--- src/hdl/dlrb_pkg.sv ---
`timescale 1ns / 1ps

package dlrb_pkg;

	localparam int unsigned NUM_W = 24;  // 255*num + den/2 stays below 2**24
	localparam int unsigned DEN_W = 16;
	localparam int unsigned Q_W   = 8;

	localparam logic [7:0] CRC_POLY_REFL = 8'h8C;
	localparam logic [7:0] CRC_INIT      = 8'h00;
	localparam logic [7:0] RATIO_FULL    = 8'd255;

	typedef struct packed {
		logic [31:0]        timestamp;
		logic signed [7:0]  midnight_temp;
		logic [7:0]         midnight_volt;
		logic signed [7:0]  noon_temp;
		logic [7:0]         noon_volt;
		logic [15:0]        wake_count;
		logic [15:0]        true_rx_count;
		logic [15:0]        tx_count;
		logic [7:0]         status_flags;
		logic [7:0]         noise_low;
		logic [7:0]         noise_high;
	} in_word_t;

	typedef struct packed {
		logic [63:0] record_low;
		logic [63:0] record_high;
		logic [7:0]  rx_ratio;
		logic [7:0]  tx_ratio;
		logic [7:0]  check_byte;
	} out_word_t;

	// record bytes that ride the pipeline unchanged
	typedef struct packed {
		logic [31:0] timestamp;
		logic [7:0]  midnight_temp;
		logic [7:0]  midnight_volt;
		logic [7:0]  noon_temp;
		logic [7:0]  noon_volt;
		logic [15:0] wake_count;
		logic [7:0]  status_flags;
		logic [7:0]  noise_low;
		logic [7:0]  noise_high;
	} fields_t;

	// ratio special cases, settled before the divide
	typedef struct packed {
		logic zero;
		logic sat;
	} ratio_flags_t;

	// one byte of the reflected CRC-8, LSB first
	function automatic logic [7:0] crc8_byte(input logic [7:0] c, input logic [7:0] b);
		logic [7:0] x;
		x = c ^ b;
		for (int k = 0; k < 8; k++) begin
			x = x[0] ? ((x >> 1) ^ CRC_POLY_REFL) : (x >> 1);
		end
		return x;
	endfunction

	function automatic logic [7:0] ratio_pick(input ratio_flags_t f, input logic [Q_W-1:0] q);
		if (f.zero) begin
			return '0;
		end else if (f.sat) begin
			return RATIO_FULL;
		end
		return q;
	endfunction

endpackage

--- src/hdl/dlrb_if.sv ---
`timescale 1ns / 1ps

interface dlrb_in_if;
	import dlrb_pkg::*;
	logic     valid;
	logic     ready;
	in_word_t payload;
	modport source (output valid, output payload, input ready);
	modport sink   (input valid, input payload, output ready);
endinterface

interface dlrb_out_if;
	import dlrb_pkg::*;
	logic      valid;
	logic      ready;
	out_word_t payload;
	modport source (output valid, output payload, input ready);
	modport sink   (input valid, input payload, output ready);
endinterface

--- src/hdl/dlrb_div_stage.sv ---
`timescale 1ns / 1ps

module dlrb_div_stage
	import dlrb_pkg::*;
(
	input  logic             clk,
	input  logic             en,
	input  logic [NUM_W-1:0] r_in,
	input  logic [DEN_W-1:0] den,
	input  logic [Q_W-1:0]   q_in,
	output logic [NUM_W-1:0] r_out,
	output logic [Q_W-1:0]   q_out
);

	localparam int unsigned LO = NUM_W - DEN_W - 1;

	logic [NUM_W-1:0] r_a, r_b;
	logic [DEN_W:0]   top_a, top_b;
	logic             bit_a, bit_b;

	// two restoring steps: compare the top bits against the divisor, subtract, shift
	always_comb begin
		top_a = r_in[NUM_W-1:LO];
		bit_a = top_a >= {1'b0, den};
		r_a   = r_in;
		if (bit_a) begin
			r_a[NUM_W-1:LO] = top_a - {1'b0, den};
		end
		r_a   = r_a << 1;

		top_b = r_a[NUM_W-1:LO];
		bit_b = top_b >= {1'b0, den};
		r_b   = r_a;
		if (bit_b) begin
			r_b[NUM_W-1:LO] = top_b - {1'b0, den};
		end
		r_b   = r_b << 1;
	end

	always_ff @(posedge clk) begin
		if (en) begin
			r_out <= r_b;
			q_out <= {q_in[Q_W-3:0], bit_a, bit_b};
		end
	end

endmodule

--- src/hdl/daily_log_record_builder.sv ---
`timescale 1ns / 1ps

// Daily log record builder. Each telemetry word becomes one 16-byte little-endian
// log record, delivered as two 64-bit halves together with the two ratio bytes and
// the check byte. The block is a seven-stage pipeline: it takes one word per clock
// whenever stage 1 has room, and each result moves through stages 2 to 7 and is
// offered from the stage 7 register. Every stage holds its own valid bit and advances
// whenever its successor has room, so bubbles close up and the input keeps accepting
// while a finished record waits on the output, until the stages fill. Stage 1 forms
// the scaled numerators 255*num + den/2 and settles the zero-divisor and saturation
// cases; stages 2 to 5 run the 8-bit restoring divides, two quotient bits per stage
// for each ratio; the CRC-8 (reflected polynomial 0x31, init 0) is folded in over
// stages 1 to 4, with the ratio bytes added in stage 6 and the trailing three bytes
// in stage 7, which is also the output register. No state survives between records.
module daily_log_record_builder
	import dlrb_pkg::*;
(
	input  logic           clk,
	input  logic           arst_n,
	dlrb_in_if.sink        telemetry,
	dlrb_out_if.source     record
);

	localparam int unsigned DIV_STAGES = Q_W / 2;

	// per-stage valid bits and advance enables
	logic v_s1, v_s2, v_s3, v_s4, v_s5, v_s6, v_s7;
	logic en1, en2, en3, en4, en5, en6, en7;

	assign en7 = !v_s7 || record.ready;
	assign en6 = !v_s6 || en7;
	assign en5 = !v_s5 || en6;
	assign en4 = !v_s4 || en5;
	assign en3 = !v_s3 || en4;
	assign en2 = !v_s2 || en3;
	assign en1 = !v_s1 || en2;

	assign telemetry.ready = en1;

	always_ff @(posedge clk or negedge arst_n) begin
		if (!arst_n) begin
			v_s1 <= 1'b0;
			v_s2 <= 1'b0;
			v_s3 <= 1'b0;
			v_s4 <= 1'b0;
			v_s5 <= 1'b0;
			v_s6 <= 1'b0;
			v_s7 <= 1'b0;
		end else begin
			if (en1) v_s1 <= telemetry.valid;
			if (en2) v_s2 <= v_s1;
			if (en3) v_s3 <= v_s2;
			if (en4) v_s4 <= v_s3;
			if (en5) v_s5 <= v_s4;
			if (en6) v_s6 <= v_s5;
			if (en7) v_s7 <= v_s6;
		end
	end

	// ------------------------------------------------------------------
	// Stage 1: numerators, special cases, CRC over bytes 0..2
	// ------------------------------------------------------------------
	in_word_t         w;
	logic [NUM_W-1:0] trx_w, tx_w, n_rx, n_tx;
	ratio_flags_t     frx, ftx;
	fields_t          f_in;
	logic [7:0]       crc_in;

	assign w = telemetry.payload;

	always_comb begin
		trx_w = {(NUM_W-DEN_W)'(0), w.true_rx_count};
		tx_w  = {(NUM_W-DEN_W)'(0), w.tx_count};
		// 255*x is x*256 - x; round by half the divisor
		n_rx  = (trx_w << 8) - trx_w + {(NUM_W-DEN_W+1)'(0), w.wake_count[DEN_W-1:1]};
		n_tx  = (tx_w << 8) - tx_w + {(NUM_W-DEN_W+1)'(0), w.true_rx_count[DEN_W-1:1]};
		frx.zero = w.wake_count == '0;
		ftx.zero = w.true_rx_count == '0;
		// quotient above 255 exactly when num >= 256*den
		frx.sat  = n_rx >= {w.wake_count, 8'd0};
		ftx.sat  = n_tx >= {w.true_rx_count, 8'd0};

		f_in.timestamp     = w.timestamp;
		f_in.midnight_temp = w.midnight_temp;
		f_in.midnight_volt = w.midnight_volt;
		f_in.noon_temp     = w.noon_temp;
		f_in.noon_volt     = w.noon_volt;
		f_in.wake_count    = w.wake_count;
		f_in.status_flags  = w.status_flags;
		f_in.noise_low     = w.noise_low;
		f_in.noise_high    = w.noise_high;

		crc_in = crc8_byte(CRC_INIT, w.timestamp[7:0]);
		crc_in = crc8_byte(crc_in, w.timestamp[15:8]);
		crc_in = crc8_byte(crc_in, w.timestamp[23:16]);
	end

	fields_t          f_s1, f_s2, f_s3, f_s4, f_s5, f_s6;
	ratio_flags_t     frx_s1, frx_s2, frx_s3, frx_s4, frx_s5;
	ratio_flags_t     ftx_s1, ftx_s2, ftx_s3, ftx_s4, ftx_s5;
	logic [DEN_W-1:0] dtx_s1, dtx_s2, dtx_s3, dtx_s4;
	logic [7:0]       crc_s1, crc_s2, crc_s3, crc_s4, crc_s5, crc_s6;
	logic [NUM_W-1:0] nrx_s1, ntx_s1;

	always_ff @(posedge clk) begin
		if (en1) begin
			f_s1   <= f_in;
			frx_s1 <= frx;
			ftx_s1 <= ftx;
			dtx_s1 <= w.true_rx_count;
			nrx_s1 <= n_rx;
			ntx_s1 <= n_tx;
			crc_s1 <= crc_in;
		end
	end

	// ------------------------------------------------------------------
	// Stages 2..5: restoring divides, two quotient bits per stage
	// ------------------------------------------------------------------
	logic [NUM_W-1:0] rrx [DIV_STAGES+1];
	logic [NUM_W-1:0] rtx [DIV_STAGES+1];
	logic [Q_W-1:0]   qrx [DIV_STAGES+1];
	logic [Q_W-1:0]   qtx [DIV_STAGES+1];
	logic [DEN_W-1:0] drx [DIV_STAGES];
	logic [DEN_W-1:0] dtx [DIV_STAGES];
	logic             den_en [DIV_STAGES];

	assign rrx[0] = nrx_s1;
	assign rtx[0] = ntx_s1;
	assign qrx[0] = '0;
	assign qtx[0] = '0;

	assign drx[0] = f_s1.wake_count;
	assign drx[1] = f_s2.wake_count;
	assign drx[2] = f_s3.wake_count;
	assign drx[3] = f_s4.wake_count;
	assign dtx[0] = dtx_s1;
	assign dtx[1] = dtx_s2;
	assign dtx[2] = dtx_s3;
	assign dtx[3] = dtx_s4;
	assign den_en[0] = en2;
	assign den_en[1] = en3;
	assign den_en[2] = en4;
	assign den_en[3] = en5;

	for (genvar g = 0; g < DIV_STAGES; g++) begin : g_div
		dlrb_div_stage u_rx (
			.clk   (clk),
			.en    (den_en[g]),
			.r_in  (rrx[g]),
			.den   (drx[g]),
			.q_in  (qrx[g]),
			.r_out (rrx[g+1]),
			.q_out (qrx[g+1])
		);
		dlrb_div_stage u_tx (
			.clk   (clk),
			.en    (den_en[g]),
			.r_in  (rtx[g]),
			.den   (dtx[g]),
			.q_in  (qtx[g]),
			.r_out (rtx[g+1]),
			.q_out (qtx[g+1])
		);
	end

	// carry the record bytes and the running CRC alongside the divides
	always_ff @(posedge clk) begin
		if (en2) begin
			f_s2   <= f_s1;
			frx_s2 <= frx_s1;
			ftx_s2 <= ftx_s1;
			dtx_s2 <= dtx_s1;
			crc_s2 <= crc8_byte(crc8_byte(crc8_byte(crc_s1, f_s1.timestamp[31:24]),
				f_s1.midnight_temp), f_s1.midnight_volt);
		end
		if (en3) begin
			f_s3   <= f_s2;
			frx_s3 <= frx_s2;
			ftx_s3 <= ftx_s2;
			dtx_s3 <= dtx_s2;
			crc_s3 <= crc8_byte(crc8_byte(crc8_byte(crc_s2, f_s2.noon_temp),
				f_s2.noon_volt), f_s2.wake_count[7:0]);
		end
		if (en4) begin
			f_s4   <= f_s3;
			frx_s4 <= frx_s3;
			ftx_s4 <= ftx_s3;
			dtx_s4 <= dtx_s3;
			crc_s4 <= crc8_byte(crc_s3, f_s3.wake_count[15:8]);
		end
		if (en5) begin
			f_s5   <= f_s4;
			frx_s5 <= frx_s4;
			ftx_s5 <= ftx_s4;
			crc_s5 <= crc_s4;
		end
	end

	// ------------------------------------------------------------------
	// Stage 6: settle the ratio bytes and fold them into the CRC
	// ------------------------------------------------------------------
	logic [7:0] rx_r, tx_r;
	logic [7:0] rx_s6, tx_s6;

	assign rx_r = ratio_pick(frx_s5, qrx[DIV_STAGES]);
	assign tx_r = ratio_pick(ftx_s5, qtx[DIV_STAGES]);

	always_ff @(posedge clk) begin
		if (en6) begin
			f_s6   <= f_s5;
			rx_s6  <= rx_r;
			tx_s6  <= tx_r;
			crc_s6 <= crc8_byte(crc8_byte(crc_s5, rx_r), tx_r);
		end
	end

	// ------------------------------------------------------------------
	// Stage 7: last three bytes of the CRC, pack the record, output register
	// ------------------------------------------------------------------
	logic [7:0] crc_fin;
	out_word_t  o_s7;

	assign crc_fin = crc8_byte(crc8_byte(crc8_byte(crc_s6, f_s6.status_flags),
		f_s6.noise_low), f_s6.noise_high);

	always_ff @(posedge clk) begin
		if (en7) begin
			o_s7.record_low  <= {f_s6.noon_volt, f_s6.noon_temp, f_s6.midnight_volt,
				f_s6.midnight_temp, f_s6.timestamp};
			o_s7.record_high <= {crc_fin, f_s6.noise_high, f_s6.noise_low,
				f_s6.status_flags, tx_s6, rx_s6, f_s6.wake_count};
			o_s7.rx_ratio    <= rx_s6;
			o_s7.tx_ratio    <= tx_s6;
			o_s7.check_byte  <= crc_fin;
		end
	end

	assign record.valid   = v_s7;
	assign record.payload = o_s7;

endmodule

--- src/flat_wrapper.sv ---
// flat-port wrapper written by rule: the top's interface ports become plain ports
module daily_log_record_builder_flat import dlrb_pkg::*;
  (clk, arst_n, telemetry_valid, telemetry_payload, telemetry_ready, record_valid, record_payload, record_ready);
  dlrb_in_if telemetry_i ();
  dlrb_out_if record_i ();
  input  logic clk;
  input  logic arst_n;
  input wire logic [$bits(telemetry_i.valid)-1:0] telemetry_valid;
  input wire logic [$bits(telemetry_i.payload)-1:0] telemetry_payload;
  output wire logic [$bits(telemetry_i.ready)-1:0] telemetry_ready;
  output wire logic [$bits(record_i.valid)-1:0] record_valid;
  output wire logic [$bits(record_i.payload)-1:0] record_payload;
  input wire logic [$bits(record_i.ready)-1:0] record_ready;
  assign telemetry_i.valid = telemetry_valid;
  assign telemetry_i.payload = telemetry_payload;
  assign telemetry_ready = telemetry_i.ready;
  assign record_valid = record_i.valid;
  assign record_payload = record_i.payload;
  assign record_i.ready = record_ready;
  daily_log_record_builder u_core (.clk(clk), .arst_n(arst_n), .telemetry(telemetry_i), .record(record_i));
endmodule
--- config.mk ---
export PLATFORM = sky130hd
export DESIGN_NAME = daily_log_record_builder_flat
export DESIGN_NICKNAME = d
export VERILOG_FILES = /design/src/hdl/dlrb_pkg.sv /design/src/hdl/dlrb_if.sv /design/src/hdl/dlrb_div_stage.sv /design/src/hdl/daily_log_record_builder.sv /design/src/flat_wrapper.sv
export SDC_FILE = /design/constraint.sdc
export NUM_CORES = 2
export LEC_CHECK = 0
export ABC_AREA = 1
export BUFFER_PORTS_ARGS = -buffer_cell sky130_fd_sc_hd__buf_4
export CAP_MARGIN = 10
export CORE_ASPECT_RATIO = 0.9
export CORE_MARGIN = 2
export CORE_UTILIZATION = 45
export DETAILED_ROUTE_END_ITERATION = 16
export HOLD_SLACK_MARGIN = 0.02
export PLACE_DENSITY = 0.64
export SYNTH_ARGS = -nofsm -noshare
export SYNTH_HDL_FRONTEND = slang
export SYNTH_SLANG_ARGS = --single-unit
--- constraint.sdc ---
create_clock -name clk -period 57.6 [get_ports clk]
set_input_delay 5.76 -clock clk [delete_from_list [all_inputs] [get_ports clk]]
set_output_delay 5.76 -clock clk [all_outputs]
set_load 0.01 [all_outputs]
Word level (Yosys, flattened, before mapping):

Cells that the tools add are included.

* register bits: 1139
* latch bits: 0
* memory bits (writable): 0
* ROM bits: 0
* input bits: 140
* output and inout bits: 154
* word-level logic and storage cells: 449
* memories kept: 0

* $add $sub $neg: 18
* $mul: 0
* div/mod/pow operators: 0
* magnitude comparators: 18
* equal/unequal tests: 0
* shift operators: 0
* mux-type cells: 144
* bitwise operators: 134
* reductions and logical operators: 16

Operators by type and width (count)
* two-way mux 8 bit: 121
* NOT 2 -> 3 bit: 120
* greater-or-equal comparator 17 x 16 -> 1 bit: 16
* two-way mux 16 bit: 14
* subtractor 16 bit: 14
* XOR 8 bit: 14
* adder 24 x 15 -> 24 bit: 2
* greater-or-equal comparator 24 bit: 2
* subtractor 24 x 16 -> 24 bit: 2
* logical NOT 16 bit: 2
* two-way mux 4 bit: 5
* logical NOT 1 bit: 7
* logical OR 1 bit: 7
* two-way mux 1 bit: 4

Depth between registers and ports, before layout:

* word-level depth: 51
* mapped depth: 33
* mapped depth without buffers: 30

Hierarchy:

Synthesis repeated with hierarchy kept, for this count alone.

* cell total of the unflattened synthesis: 6501
* area, all modules: 65305.1 µm²

Modules (own cells, without submodules)
* daily_log_record_builder: times used 1, cells an instance 2579, area each 37745.0 µm², seq. area each 28642.5 µm²
* dlrb_div_stage (u_core.g_div[0].u_tx ...): times used 5, cells an instance 500, area each 3505.9 µm², seq. area each 900.9 µm²
* dlrb_div_stage (u_core.g_div[3].u_tx): times used 1, cells an instance 470, area each 3373.2 µm², seq. area each 900.9 µm²
* dlrb_div_stage (u_core.g_div[0].u_rx): times used 1, cells an instance 482, area each 3365.7 µm², seq. area each 900.9 µm²
* dlrb_div_stage (u_core.g_div[3].u_rx): times used 1, cells an instance 470, area each 3291.9 µm², seq. area each 900.9 µm²

Worst setup path before layout:

OpenSTA, ideal clock, no wires.

* path type: input to output
* from: in record_ready
* to: out telemetry_ready
* data arrival time: 25.310 ns
* data required time: 51.840 ns
* path slack: 26.530 ns
* cell stages on the path: 12
* buffers on the path: 0
* cell sequence: nor2_1 inv_1 nor2_1 inv_1 nor2_1 inv_1 nor2_1 inv_1 nor2_1 inv_1 nor2_1 nand2_1

* cells in the longest elaborated chain, start to end: 7

Ends and longest elaborated chain
* start: declaration: line flat_wrapper.sv:13 `input wire logic [$bits(record_i.ready)-1:0] record_ready;`
* logical OR 1 bit: line daily_log_record_builder.sv:30 `assign en7 = !v_s7 || record.ready;`
* named net u_core.en7: line daily_log_record_builder.sv:28 `logic en1, en2, en3, en4, en5, en6, en7;`
* logical OR 1 bit: line daily_log_record_builder.sv:31 `assign en6 = !v_s6 || en7;`
* named net u_core.en6: line daily_log_record_builder.sv:28
* logical OR 1 bit: line daily_log_record_builder.sv:32 `assign en5 = !v_s5 || en6;`
* named net u_core.en5: line daily_log_record_builder.sv:28
* logical OR 1 bit: line daily_log_record_builder.sv:33 `assign en4 = !v_s4 || en5;`
* named net u_core.en4: line daily_log_record_builder.sv:28
* logical OR 1 bit: line daily_log_record_builder.sv:34 `assign en3 = !v_s3 || en4;`
* named net u_core.en3: line daily_log_record_builder.sv:28
* logical OR 1 bit: line daily_log_record_builder.sv:35 `assign en2 = !v_s2 || en3;`
* logical OR 1 bit: line daily_log_record_builder.sv:36 `assign en1 = !v_s1 || en2;`
* end: declaration: line flat_wrapper.sv:10 `output wire logic [$bits(telemetry_i.ready)-1:0] telemetry_ready;`

The timed path passes the listed nets, and every way through them passes these cells.

Worst setup path in the final report:

Same ends and word-level chain as after synthesis.

==> results.md <==
- DP Worst Slack: 40.55 ns
- Routed WL: 119,000 um
- Syn nets: 5,400
- Fillers: 10.4k
- Top FF cell, synth: edfxtp_1
- First-pass GRT wire length: 186,000 um
- Port Buffer Count: 293
- Slew Viols, Final: 0
- Synth Warn #: 0
- Vias per cell: 5.01
- Setup crit end kind: output pin
- Required time of the critical path: between 50 and 60 ns
- Top Family by Delay on Critical Path: buffers and inverters
- CTS Hold Bufs: 0
- CP max-delay cell: inv_8
- Top cell by count, worst path: nor2_1
- Crit start category: input pin
- Placed cells: 6,715
- Cts bufs inserted: 111
- Met1 Use GR: 0.276
- Post-DRT Antenna Nets: 0
- Clk pin slew, worst setup/hold paths: around 0.060 ns
- Max Cap Viol: 0
- # rows: 121
- Drt first pass iters: 5
- Post-CTS Setup Repair Bufs: 0
- RSZ-0062 raised after global routing: false
- Slew HR: 0.322
- Skew final: 0.0792 ns
- # IOs: 294
- CTS Root Cell: clkbuf_16
- DR vias: 34.7k
- Die width: 373 um
- Critical path peak fanout: 130
- Synth cell types: 52
- Setup_tns: 0 ns
- Initial Utilization: 0.455
- Largest net degree at the start of global routing: 150
- Layout Cells excl Fill: 6,920
- Met3 track demand over resource: 0.0311
- Period utilisation layout: 0.291
- Die H: roughly 340 um
- Final-stage net count: 5,753
- GP Congestion: 0.919
- Crit path time final: 16.74 ns
- # setup viols final: 0
- Worst-skew pair later-pin latency: 0.72 ns
- Setup ws final: slightly above 40 ns
- Met2 global-route usage: 0.299
- Die ar.: 125,000 um2
- Total grt overflow: 0
- Crit path kind: input pin to output pin
- Buf+Inv Stages, Crit Path: 7
- CTS sink count: 1,115
- Fmax: 59.7 MHz
- Detailed placement HPWL: 90,700 um
- Worst path max stage delay: 0.73 ns
- # DRC: 0
- Initial antenna violation count: 7
- Resize count post-CTS: 0
- Cell Area, Synth: between 50,000 and 60,000 um2
- Clock Tree Buf Depth: 3
- Syn_area_per_cell: roughly 11 um2
- HP Class: register to register
- Async set-or-reset flop fraction in the synthesized netlist: 0.00628
- Synthesis-to-layout area growth: 14.0%
- Hold Violations, Final: 0
- DR WL/cell: approximately 17 um
- Register bit count reported by yosys: 1,115
- Least-Margin Pin Slew: around 1.0 ns
- Cells after Synth: 4,876
- Crit path cell chain: buf_4 -> nor2_1 -> inv_6 -> nor2_1 -> inv_6 -> nor2_1 -> inv_6 -> nor2_1 -> inv_8 -> nor2_1 -> inv_8 -> nor2_1 -> nand2_4 -> buf_4
- H-tree levels: 3
- Post-synth EDFFs: 1,108
- TritonCTS clock tree: built
- Share of cells above drive strength 1: 0.101
- Number of diodes: 0
- Core Area: ~120,000 um2
- Status: finished, final reports clean
- Register area share after synthesis: 0.607
- Arrival time at the worst endpoint: around 11 ns
- Vias in the first global route: 33.5k
- Gr usage total: 0.190
- DRT iter0 DRCs: 2,464
- Grt peak-use layer: met2
-- state kept, by name, indices dropped and copies added (netlist names), 20 cells and up --
| name | count |
|---|---|
| u_core.nrx_s1 | 24 |
| u_core.g_div.u_rx.q_out | 20 |
| u_core.f_s2 | 88 |
| u_core.g_div.u_rx.r_out | 60 |
| u_core.ntx_s1 | 24 |
| u_core.f_s1 | 88 |
| u_core.record.payload | 128 |
| u_core.g_div.u_tx.q_out | 20 |
| u_core.f_s3 | 88 |
| u_core.f_s4 | 88 |
| u_core.f_s6 | 104 |
| u_core.drx | 64 |
| u_core.f_s5 | 104 |
| u_core.g_div.u_tx.r_out | 60 |
-- cells in the mapped netlist, drive strengths merged, types with 11 or more instances --
master / number / area share
nand2: 1199 / 0.083
buf: 36 / 0.0043
o21ai: 276 / 0.025
nor3: 26 / 0.0024
a31oi: 11 / 0.0012
ha: 354 / 0.080
a21oi: 286 / 0.026
a21boi: 11 / 0.0015
fa: 30 / 0.011
xor2: 192 / 0.032
nand3b: 16 / 0.0022
clkbuf: 27 / 0.0018
nor4: 18 / 0.0020
inv: 566 / 0.039
a21o: 12 / 0.0016
nand3: 228 / 0.021
o21a: 11 / 0.0015
o21bai: 13 / 0.0018
edfxtp: 1108 / 0.60
o2111ai: 11 / 0.0017
nand4: 37 / 0.0042
nor2: 146 / 0.0099
xnor2: 199 / 0.033
-- placed cells by master (no fill, tap or decap), drive strengths merged, types with 37 or more instances in the layout --
master	netlist	final
nand2	1199	1199
edfxtp	1108	1108
inv	566	573
ha	354	354
buf	36	303
a21oi	286	286
o21ai	276	276
nand3	228	228
xnor2	199	199
xor2	192	192
nor2	146	146
clkbuf	27	122
clkinv	1	55
nand4	37	37
-- cell type report --
type,count,area (um2),share of cell area
clock buffers,122,2820,0.0449
clock inverters,83,897,0.0143
inverters,567,2170,0.0345
multi-input cells,3131,19200,0.306
flip-flops and latches,1115,33400,0.532
well taps,1599,2000,0.0318
repair buffers,303,2290,0.0364
-- through the flow --
step	utilization	hold slack (ns)	instance area [um2]
after CTS	0.518	0.362	62900
after detailed placement	0.488	0.405	59100
after floorplan	-	0.400	55100
final	0.518	0.372	62900
after global routing	0.518	0.363	62900
after global placement	0.488	0.400	59100
-- path summary, 6_finish.rpt --
path                                                     from                        endpoint  slack (ns)  cells after the start
worst max-delay path                             record_ready                 telemetry_ready       40.86                     14
worst min-delay path            u_core.g_div[1].u_tx.r_out[5]   u_core.g_div[2].u_tx.r_out[7]        0.37                      0
worst max register to register            u_core.record.valid  u_core.g_div[0].u_rx.r_out[20]       50.46                     15
worst min register to register  u_core.g_div[1].u_tx.r_out[5]   u_core.g_div[2].u_tx.r_out[7]        0.37                      0
max in group asynchronous                              arst_n                     u_core.v_s2       52.62                      1
min in group asynchronous                              arst_n             u_core.record.valid        4.85                      1
-- cells by family (layout without fill, tap and decap cells) --
kind of cell             Yosys count  after routing  synth area share
AND/OR/NAND/NOR                 1680           1680             0.125
multiplexers                       2              2          0.000408
XOR/XNOR                         392            392            0.0650
buffers and inverters            630           1075            0.0447
flip-flops                      1115           1115             0.607
AO/OA/AOI/OAI                    673            673            0.0669
adder cells (fa/ha/maj)          384            384            0.0912
-- layer usage --
layer	routed length [um]	part of all wire
met1	57400	0.48
met2	52400	0.44
met3	6570	0.055
met4	2380	0.020
met5	49	0.00041
Power is left out: the tool's default activity adds up to more than one toggle a clock period on the data nets, which glitch-free logic cannot reach.
